==> src/lce_pkg.sv <==
// shared types and constants of the lru cache with expiry
package lce_pkg;

  localparam int ENTRIES_DEF   = 16;
  localparam int DATA_BITS_DEF = 32;

  localparam int KEY_W      = 64;
  localparam int TIME_W     = 32;
  localparam int TTL_W      = 31;
  localparam int CAP_W      = 5;
  localparam int CNT_W      = 32;
  localparam int OCC_W      = 5;
  localparam int DOUT_W     = 32;
  localparam int CFG_DATA_W = 31;
  localparam int CFG_IDX_W  = 1;

  localparam logic [CFG_IDX_W-1:0] REG_TTL      = 1'b0;
  localparam logic [CFG_IDX_W-1:0] REG_CAPACITY = 1'b1;

  localparam logic [CAP_W-1:0] CAP_RESET = 5'd16;
  localparam logic [CNT_W-1:0] CNT_MAX   = {CNT_W{1'b1}};

  typedef enum logic [1:0] {
    MODE_LOOKUP = 2'd0,
    MODE_INSERT = 2'd1,
    MODE_CLEAR  = 2'd2
  } mode_t;

  typedef enum logic [1:0] {
    ST_IDLE,
    ST_MATCH,
    ST_SEL,
    ST_UPD
  } state_t;

  typedef enum logic [1:0] {
    OP_NONE,
    OP_PROMOTE,
    OP_INSERT,
    OP_CLEAR
  } cell_op_t;

  typedef struct packed {
    logic     capture;
    cell_op_t op;
    logic     evict;
    logic     upd_data;
  } cell_ctl_t;

endpackage

==> src/lce_cell.sv <==
// one cache slot: key compare, recency rank and free-slot priority link
module lce_cell
  import lce_pkg::*;
#(
  parameter int RW        = 4,
  parameter int DATA_BITS = DATA_BITS_DEF
) (
  input  logic                 clk,
  input  logic                 rst_n,
  input  cell_ctl_t            ctl,
  input  logic [RW-1:0]        lru_rank,
  input  logic [RW-1:0]        prom_rank,
  input  logic [KEY_W-1:0]     key,
  input  logic [DATA_BITS-1:0] wdata,
  input  logic [TIME_W-1:0]    now,
  input  logic                 free_in,
  output logic                 free_out,
  output logic                 match_o,
  output logic [DATA_BITS-1:0] match_data,
  output logic [TIME_W-1:0]    match_stamp,
  output logic [RW-1:0]        match_rank
);

  logic                 valid_r, valid_nxt;
  logic [RW-1:0]        rank_r, rank_nxt;
  logic [KEY_W-1:0]     key_r;
  logic [DATA_BITS-1:0] data_r;
  logic [TIME_W-1:0]    stamp_r;
  logic                 match_r, lru_r, free_r;
  logic                 free_pick, target, wr_entry, wr_payload;

  // a lower slot that is empty claims the free grant first
  assign free_out  = free_in | ~valid_r;
  assign free_pick = ~valid_r & ~free_in;

  assign target     = ctl.evict ? lru_r : free_r;
  assign wr_entry   = (ctl.op == OP_INSERT) && target;
  assign wr_payload = wr_entry || ((ctl.op == OP_PROMOTE) && match_r && ctl.upd_data);

  assign match_o     = match_r;
  assign match_data  = match_r ? data_r : '0;
  assign match_stamp = match_r ? stamp_r : '0;
  assign match_rank  = match_r ? rank_r : '0;

  always_comb begin
    valid_nxt = valid_r;
    rank_nxt  = rank_r;
    case (ctl.op)
      OP_PROMOTE: begin
        if (match_r) begin
          rank_nxt = '0;
        end else if (valid_r && (rank_r < prom_rank)) begin
          rank_nxt = rank_r + 1'b1;
        end
      end
      OP_INSERT: begin
        if (target) begin
          valid_nxt = 1'b1;
          rank_nxt  = '0;
        end else if (valid_r) begin
          rank_nxt = rank_r + 1'b1;
        end
      end
      OP_CLEAR: begin
        valid_nxt = 1'b0;
        rank_nxt  = '0;
      end
      default: begin
      end
    endcase
  end

  always_ff @(posedge clk) begin
    if (!rst_n) begin
      valid_r <= 1'b0;
      rank_r  <= '0;
      match_r <= 1'b0;
      lru_r   <= 1'b0;
      free_r  <= 1'b0;
    end else begin
      valid_r <= valid_nxt;
      rank_r  <= rank_nxt;
      if (ctl.capture) begin
        match_r <= valid_r && (key_r == key);
        lru_r   <= valid_r && (rank_r == lru_rank);
        free_r  <= free_pick;
      end
    end
  end

  always_ff @(posedge clk) begin
    if (wr_entry) begin
      key_r <= key;
    end
    if (wr_payload) begin
      data_r  <= wdata;
      stamp_r <= now;
    end
  end

endmodule

==> src/lru_cache_with_expiry.sv <==
// top level: command sequencer, cell chain, gather of the hit slot, counters
//
// Fully associative cache of 64-bit keys with lru replacement and an optional
// time-to-live. An item is taken when start is high and busy is low; it then
// runs through three steps (all cells compare the key and mark the least
// recent and the first free slot, the hit slot's data, stamp and rank are
// gathered, the update is broadcast back to the cells) and its result is on
// the out_ ports for one cycle after that, marked by out_valid, with no stall
// possible on the receiving side. Busy stays high meanwhile, so a new item is
// not taken before the last one has been through this three-step cell
// sequence. Valid bits and ranks clear at reset, so there is no clearing pass.
// Configuration writes are taken at any time with cfg_ready always high and
// must only be issued while busy is low and no result is pending.
module lru_cache_with_expiry
  import lce_pkg::*;
#(
  parameter int ENTRIES   = ENTRIES_DEF,
  parameter int DATA_BITS = DATA_BITS_DEF
) (
  input  logic                  clk,
  input  logic                  rst_n,
  input  logic                  start,
  output logic                  busy,
  input  logic [1:0]            in_mode,
  input  logic [KEY_W-1:0]      in_key_value,
  input  logic [DOUT_W-1:0]     in_result_data,
  input  logic [TIME_W-1:0]     in_now_ms,
  output logic                  out_valid,
  output logic                  out_hit,
  output logic [DOUT_W-1:0]     out_data_out,
  output logic [CNT_W-1:0]      out_hit_total,
  output logic [CNT_W-1:0]      out_miss_total,
  output logic [OCC_W-1:0]      out_occupancy,
  output logic                  out_evicted,
  input  logic                  cfg_valid,
  output logic                  cfg_ready,
  input  logic [CFG_IDX_W-1:0]  cfg_index,
  input  logic [CFG_DATA_W-1:0] cfg_data
);

  localparam int RW   = $clog2(ENTRIES);
  localparam int CW   = $clog2(ENTRIES + 1);
  localparam int CAPX = (CW > CAP_W) ? CW : CAP_W;

  state_t state_r, state_nxt;

  logic [TTL_W-1:0] ttl_r;
  logic [CAP_W-1:0] cap_r;

  logic [1:0]           cmd_mode_r;
  logic [KEY_W-1:0]     cmd_key_r;
  logic [DATA_BITS-1:0] cmd_data_r;
  logic [TIME_W-1:0]    cmd_now_r;

  logic [CW-1:0]    count_r, count_nxt;
  logic [CNT_W-1:0] hits_r, hits_nxt, miss_r, miss_nxt;

  logic                 sel_any_r;
  logic [DATA_BITS-1:0] sel_data_r;
  logic [TIME_W-1:0]    sel_stamp_r;
  logic [RW-1:0]        sel_rank_r;

  logic                 red_any;
  logic [DATA_BITS-1:0] red_data;
  logic [TIME_W-1:0]    red_stamp;
  logic [RW-1:0]        red_rank;

  logic capture, sel_en, upd_en;

  cell_op_t op_dec;
  logic     evict_dec, upd_data_dec, hit_dec;
  logic     stale;
  logic [TIME_W-1:0] age;
  logic [CAPX-1:0]   cap_x, cap_eff, count_x;

  cell_ctl_t     ctl;
  logic [RW-1:0] lru_rank;

  logic                 free_chain [ENTRIES+1];
  logic [ENTRIES-1:0]   m_hit;
  logic [DATA_BITS-1:0] m_data     [ENTRIES];
  logic [TIME_W-1:0]    m_stamp    [ENTRIES];
  logic [RW-1:0]        m_rank     [ENTRIES];

  logic                 out_valid_r, out_hit_r, out_evicted_r;
  logic [DOUT_W-1:0]    out_data_r;

  // configuration
  assign cfg_ready = 1'b1;

  always_ff @(posedge clk) begin
    if (!rst_n) begin
      ttl_r <= '0;
      cap_r <= CAP_RESET;
    end else if (cfg_valid && cfg_ready) begin
      unique case (cfg_index)
        REG_TTL:      ttl_r <= cfg_data;
        REG_CAPACITY: cap_r <= cfg_data[CAP_W-1:0];
        default: begin
        end
      endcase
    end
  end

  // sequencer
  always_comb begin
    state_nxt = state_r;
    unique case (state_r)
      ST_IDLE:  if (start) state_nxt = ST_MATCH;
      ST_MATCH: state_nxt = ST_SEL;
      ST_SEL:   state_nxt = ST_UPD;
      ST_UPD:   state_nxt = ST_IDLE;
      default:  state_nxt = ST_IDLE;
    endcase
  end

  always_comb begin
    busy    = 1'b1;
    capture = 1'b0;
    sel_en  = 1'b0;
    upd_en  = 1'b0;
    unique case (state_r)
      ST_IDLE:  busy = 1'b0;
      ST_MATCH: capture = 1'b1;
      ST_SEL:   sel_en = 1'b1;
      ST_UPD:   upd_en = 1'b1;
      default:  busy = 1'b1;
    endcase
  end

  always_ff @(posedge clk) begin
    if (!rst_n) begin
      state_r <= ST_IDLE;
    end else begin
      state_r <= state_nxt;
    end
  end

  always_ff @(posedge clk) begin
    if (start && !busy) begin
      cmd_mode_r <= in_mode;
      cmd_key_r  <= in_key_value;
      cmd_data_r <= DATA_BITS'(in_result_data);
      cmd_now_r  <= in_now_ms;
    end
  end

  // cell chain
  assign lru_rank      = RW'(count_r - CW'(1));
  assign free_chain[0] = 1'b0;

  assign ctl.capture  = capture;
  assign ctl.op       = upd_en ? op_dec : OP_NONE;
  assign ctl.evict    = evict_dec;
  assign ctl.upd_data = upd_data_dec;

  for (genvar g = 0; g < ENTRIES; g++) begin : g_cell
    lce_cell #(
      .RW        (RW),
      .DATA_BITS (DATA_BITS)
    ) u_cell (
      .clk         (clk),
      .rst_n       (rst_n),
      .ctl         (ctl),
      .lru_rank    (lru_rank),
      .prom_rank   (sel_rank_r),
      .key         (cmd_key_r),
      .wdata       (cmd_data_r),
      .now         (cmd_now_r),
      .free_in     (free_chain[g]),
      .free_out    (free_chain[g+1]),
      .match_o     (m_hit[g]),
      .match_data  (m_data[g]),
      .match_stamp (m_stamp[g]),
      .match_rank  (m_rank[g])
    );
  end

  // at most one slot matches, so the gated slot outputs are simply or-ed
  always_comb begin
    red_any   = 1'b0;
    red_data  = '0;
    red_stamp = '0;
    red_rank  = '0;
    for (int i = 0; i < ENTRIES; i++) begin
      red_any   = red_any | m_hit[i];
      red_data  = red_data | m_data[i];
      red_stamp = red_stamp | m_stamp[i];
      red_rank  = red_rank | m_rank[i];
    end
  end

  always_ff @(posedge clk) begin
    if (sel_en) begin
      sel_any_r   <= red_any;
      sel_data_r  <= red_data;
      sel_stamp_r <= red_stamp;
      sel_rank_r  <= red_rank;
    end
  end

  // decision
  assign age     = cmd_now_r - sel_stamp_r;
  assign stale   = (ttl_r != '0) && (age > {1'b0, ttl_r});
  assign cap_x   = CAPX'(cap_r);
  assign count_x = CAPX'(count_r);

  always_comb begin
    if (cap_x == '0) begin
      cap_eff = CAPX'(1);
    end else if (cap_x > CAPX'(ENTRIES)) begin
      cap_eff = CAPX'(ENTRIES);
    end else begin
      cap_eff = cap_x;
    end
  end

  always_comb begin
    op_dec       = OP_NONE;
    evict_dec    = 1'b0;
    upd_data_dec = 1'b0;
    hit_dec      = 1'b0;
    count_nxt    = count_r;
    hits_nxt     = hits_r;
    miss_nxt     = miss_r;
    unique case (cmd_mode_r)
      MODE_LOOKUP: begin
        if (sel_any_r && !stale) begin
          op_dec   = OP_PROMOTE;
          hit_dec  = 1'b1;
          hits_nxt = (hits_r == CNT_MAX) ? hits_r : hits_r + 1'b1;
        end else begin
          miss_nxt = (miss_r == CNT_MAX) ? miss_r : miss_r + 1'b1;
        end
      end
      MODE_INSERT: begin
        if (sel_any_r) begin
          op_dec       = OP_PROMOTE;
          upd_data_dec = 1'b1;
        end else begin
          op_dec    = OP_INSERT;
          evict_dec = (count_x >= cap_eff);
          // an eviction frees one slot and refills it, occupancy unchanged
          if (!evict_dec) begin
            count_nxt = count_r + 1'b1;
          end
        end
      end
      MODE_CLEAR: begin
        op_dec    = OP_CLEAR;
        count_nxt = '0;
        hits_nxt  = '0;
        miss_nxt  = '0;
      end
      default: begin
      end
    endcase
  end

  always_ff @(posedge clk) begin
    if (!rst_n) begin
      count_r     <= '0;
      hits_r      <= '0;
      miss_r      <= '0;
      out_valid_r <= 1'b0;
    end else begin
      out_valid_r <= upd_en;
      if (upd_en) begin
        count_r <= count_nxt;
        hits_r  <= hits_nxt;
        miss_r  <= miss_nxt;
      end
    end
  end

  always_ff @(posedge clk) begin
    if (upd_en) begin
      out_hit_r     <= hit_dec;
      out_evicted_r <= evict_dec && (op_dec == OP_INSERT);
      out_data_r    <= hit_dec ? DOUT_W'(sel_data_r) : '0;
    end
  end

  assign out_valid      = out_valid_r;
  assign out_hit        = out_hit_r;
  assign out_data_out   = out_data_r;
  assign out_hit_total  = hits_r;
  assign out_miss_total = miss_r;
  assign out_occupancy  = OCC_W'(count_r);
  assign out_evicted    = out_evicted_r;

  // checks
  a_accept_busy: assert property (@(posedge clk) disable iff (!rst_n)
    start && !busy |=> busy)
    else $error("accepted item did not raise busy");

  a_upd_result: assert property (@(posedge clk) disable iff (!rst_n)
    state_r == ST_UPD |=> out_valid && !busy)
    else $error("update cycle not followed by a result");

  a_count_range: assert property (@(posedge clk) disable iff (!rst_n)
    count_r <= CW'(ENTRIES))
    else $error("occupancy above entry count");

  a_hit_evict: assert property (@(posedge clk) disable iff (!rst_n)
    out_valid |-> !(out_hit && out_evicted))
    else $error("hit and eviction in the same result");

  a_single_match: assert property (@(posedge clk) disable iff (!rst_n)
    state_r == ST_SEL |-> $onehot0(m_hit))
    else $error("key present in more than one slot");

endmodule
==> config.mk <==
export PLATFORM = sky130hd
export DESIGN_NAME = lru_cache_with_expiry
export DESIGN_NICKNAME = d
export VERILOG_FILES = /design/src/lce_pkg.sv /design/src/lce_cell.sv /design/src/lru_cache_with_expiry.sv
export SDC_FILE = /design/constraint.sdc
export NUM_CORES = 2
export LEC_CHECK = 0
export ABC_CLOCK_PERIOD_IN_PS = 20900
export BUFFER_PORTS_ARGS = -buffer_cell sky130_fd_sc_hd__buf_2
export CORE_MARGIN = 2
export CORE_UTILIZATION = 40
export DETAILED_ROUTE_END_ITERATION = 12
export HOLD_SLACK_MARGIN = 0.1
export PLACE_DENSITY_LB_ADDON = 0.25
export SYNTH_ARGS = -nofsm -noshare
export SYNTH_HDL_FRONTEND = slang
export SYNTH_HIERARCHICAL = 1
export SYNTH_SLANG_ARGS = --single-unit
export TNS_END_PERCENT = 50
==> constraint.sdc <==
create_clock -name clk -period 20.9 [get_ports clk]
set_clock_uncertainty 0.1 [all_clocks]
set_input_delay 1.045 -clock clk [delete_from_list [all_inputs] [get_ports clk]]
set_output_delay 1.045 -clock clk [all_outputs]
set_load 0.01 [all_outputs]
Yosys cells after proc, flatten, opt, wreduce, memory -nomap -nowiden
Cells that the tools add are included.

storage, ports and cells
  input bits = 166
  bits in latches = 0
  bits in registers = 2517
  memories = 0
  memory bits (writable) = 0
  bits in read-only memories = 0

cells by class
  div/mod/pow operators = 0
  magnitude comparators = 19
  shifts and indexed selects = 0
  multiplexer cells = 203
  equal/unequal tests = 98
  bitwise operators = 120
  $mul = 0
  add/subtract/negate cells = 21
  reductions and logical operators = 162

operators with widths
  operator               number
  $mux 32                36
  $eq 64x64->1           16
  $or 32x32->32          30
  $mux 4                 80
  $pmux 4 s3             16
  $pmux 32 s2            2
  $logic_and 1x1->1      100
  $ne 3x1->1 const B     31
  $add 32x1->32 const B  2
  $add 4x1->4 const B    16
  $eq 32x32->1 const B   2
  $eq 4x4->1             16
  $lt 4x4->1             16
  $or 4x4->4             15
  $reduce_and 3->1       16
  $mux 1                 43
  $reduce_and 2->1       18
  $gt 32x31->1           1
  $ne 2x1->1 const B     16
  $pmux 1 s2             16
  $sub 32x32->32         1
  $not 1->1              31
  $reduce_bool 31->1     1
  $or 1x1->1             29
  21 further kinds       73

Depth between registers and ports, before layout
  depth after elaboration = 17
  gate-level depth with buffers = 31

Hierarchy
Netlist, hierarchy kept.

modules (own cells, without submodules)
  module                           cells each  area each (um2)  seq. area each (um2)  instances
  lce_cell (g_cell[2].u_cell ...)  371         5594.1           4003.8                8
  lce_cell (g_cell[0].u_cell ...)  367         5576.6           4003.8                8
  lru_cache_with_expiry            1691        17265.3          9158.8                1

Worst setup path after synthesis
OpenSTA, ideal clock, no wires.

  kind = flip-flop to flip-flop
  start = reg cmd_now_r[0]
  end = reg g_cell[0].u_cell.data_r[0] (enable)
  library setup time = 0.508 ns
  stages on the path, launching flop included = 28
  setup slack = 10.733 ns
  data arrival time = 9.559 ns
  cells stage by stage = edfxtp_1 > inv_1 > ha_1 > inv_1 > fa_1 > a211oi_1 > o21ai_0 > nand4b_1 > a21oi_1 > o21a_1 > o31a_1 > nor3_1 > o21bai_1 > a21oi_1 > xnor2_1 > ha_1 > nand4_1 > nor4_1 > nand3_1 > nor3b_1 > o31ai_1 > o21a_1 > nand3_2 > nand2b_1 > nand4b_1 > nand2_1 > nand2b_1 > o22ai_1

RTL lines
  what                      RTL line                      RTL
  start: declaration        lru_cache_with_expiry.sv:53   logic [TIME_W-1:0] cmd_now_r;
  start signal: assignment  lru_cache_with_expiry.sv:144  cmd_now_r <= in_now_ms;
  end signal: assignment    lce_cell.sv:96                data_r <= wdata;
  end: declaration          lce_cell.sv:27                logic [DATA_BITS-1:0] data_r;

==> summary.md <==
| Metric | Value |
|---|---|
| Status | completed |
| Most common cell after layout, fill and taps aside | edfxtp_1 |
| Avg Cell Area, Syn | 14.0 sq um |
| RSZ-0062 raised after global routing | no |
| Die height | 520 um |
| Final core area utilization | 0.460 |
| Leakage Power | 41.5 nW |
| Switching portion of total power | 0.259 |
| Pwr dens | 98.5 mW/mm^2 |
| CP most frequent cell | buf_4 |
| Setup TNS | 0 ns |
| Post-CTS sizing | 0 |
| CP Capture Type | register |
| Post-CTS setup buffers | 0 |
| Clk pwr share | 0.387 |
| All-layer global routing usage | 0.199 |
| Slowest-stage cell, CP | buf_4 |
| First-pass GRT wire length | 406 mm |
| Post-Synthesis Cells | 7,594 |
| CTS clk-pin slew, worst paths | 0.06 ns |
| Reg2Reg Setup Slack | 10.86 ns |
| Combinational share of power | 0.116 |
| Most frequent cells in the layout | 2,281 x edfxtp_1, 1,112 x and2_1, 498 x xnor2_1 |
| Critical Path Max Stage Delay | 0.91 ns |
| Total internal power | 8.90 mW |
| Critical path arrival | 10.39 ns |
| Tot Pwr | 12.0 mW |
| Slew margin rel. | 0.175 |
| Place WS | 10.94 ns |
| Synth-to-layout area growth | 14.3% |
| Dpl hpwl | 163 mm |
| Drt pass-1 iters | 6 |
| Synthesized area | 0.107 sq mm |
| Register share of total power | 0.497 |
| Clk_lat worst skew | 0.89 ns |
| Vias | 63,600 |
| Remaining Overflow, GRT | 0 |
| Crit path required time | 21.25 ns |
| CTS root buffer | clkbuf_16 |
| Final period utilization | 0.480 |
| Fraction of final layout cells sized beyond drive strength 1 | 0.114 |
| Max-cap violations | 0 |
| Max Clk Rate | 99.6 MHz |
| Worst setup path class | register to register |
| Setup violations, final | 0 |
| Initial antenna violation count | 20 |
| Ys Warns | 6 |
| Hold Crit Class | primary input to register |
| Layout Nets | 8,420 |
| Ports | 272 |
| Final period demand of the worst path | 10.04 ns |
| Final ANT Viol Nets | 0 |
| Vias per inst | 5.36 |
| Initial Utilization | 0.402 |
| Vias in the first global route | 61,900 |
| CTS Buf Count | 275 |
| Pin count of the biggest net entering global routing | 92 |
| Die area | 0.271 sq mm |
| Routed WL per cell | 23.3 um |
| Die width | 520 um |
| CTS max path bufs | 4 |
| Fin. max-slew vios | 0 |
| Post-CTS Hold Buffers | 0 |
| Initial DRC count | 5,823 |
| TritonCTS Sinks | 2,517 |
| Switching power | 3.10 mW |
| Final Worst Setup Slack | 10.86 ns |
| Gpl congestion | 0.825 |
| VDD IR-drop max | 0.0000686 V |
| Critical path peak fanout | 49 |
| Post-route DRC | 0 |
| Core Area | 0.265 sq mm |
| Port Buffers | 270 |
| Crit path launch type | register |
| Total wire length | 276 mm |
| Final hold vios | 0 |
| FP Rows | 189 |
| H-Tree Depth | 5 |
| CTS tree | done |
| Worst slew pin tran | 1.23 ns |
[power by group through the flow]
stage | Combinational (mW) | Sequential (mW) | Clock (mW)
2_1_floorplan | 0.725 | 6.18 | 0
4_1_cts | 1.41 | 5.97 | 4.75
3_3_place_gp | 1.38 | 6.07 | 0
5_1_grt | 1.53 | 5.99 | 4.95
3_5_place_dp | 1.40 | 6.07 | 0
6_report | 1.39 | 5.97 | 4.65
[layer usage]
metal | track usage | up-vias | wire, um
met1 | 0.284 | 32100 | 124000
met4 | 0.0540 | 10 | 6880
met3 | 0.0276 | 407 | 17500
li1 | - | 29100 | -
met2 | 0.318 | 2009 | 128000
met5 | 0 | - | 53
[sequential cells by signal (all words and copies together), names as in the netlist, 64 cells and up]
| signal | flops |
|---|---|
| cmd_key_r | 64 |
| g_cell.u_cell/data_r | 512 |
| g_cell.u_cell/rank_r | 64 |
| g_cell.u_cell/key_r | 1024 |
| g_cell.u_cell/stamp_r | 512 |
[final timing paths]
| path | cells after the start | to | start |
|---|---|---|---|
| max reg2reg | 29 | g_cell[2].u_cell/data_r[8] | cmd_now_r[0] |
| min reg2reg | 2 | g_cell[0].u_cell/lru_r | g_cell[0].u_cell/lru_r |
| min | 1 | cmd_now_r[2] | in_now_ms[2] |
| max | 29 | g_cell[2].u_cell/data_r[8] | cmd_now_r[0] |
[critical path, delay by kind of cell (launching register included)]
kind / cells / cell delay [ns]
simple gates: 7 / 1.58
fa+ha+maj: 3 / 0.79
xor+xnor: 1 / 0.13
buf+inv: 5 / 2.42
compound gates: 13 / 3.81
flops: 1 / 0.63
[per-stage QoR]
| stage | cells | hold WS, ns | area, sq um |
|---|---|---|---|
| 6_report | 11900 | 0.230 | 122000 |
| 5_1_grt | 11900 | 0.186 | 122000 |
| 4_1_cts | 11900 | 0.161 | 122000 |
| 3_5_place_dp | 11400 | 0.357 | 113000 |
| 3_3_place_gp | 11400 | 0.351 | 113000 |
| 2_1_floorplan | 7595 | 0.337 | 107000 |
[layout make-up]
class	count	area (sq um)
clock buffers	335	7180
multi-input cells	4537	31700
clock inverters	154	1350
diodes	8	20.0
repair buffers	428	2540
well taps	3533	4420
inverters	354	1330
flip-flops and latches	2517	73300
fillers	23200	143000
(Power assumes the default switching activity.)
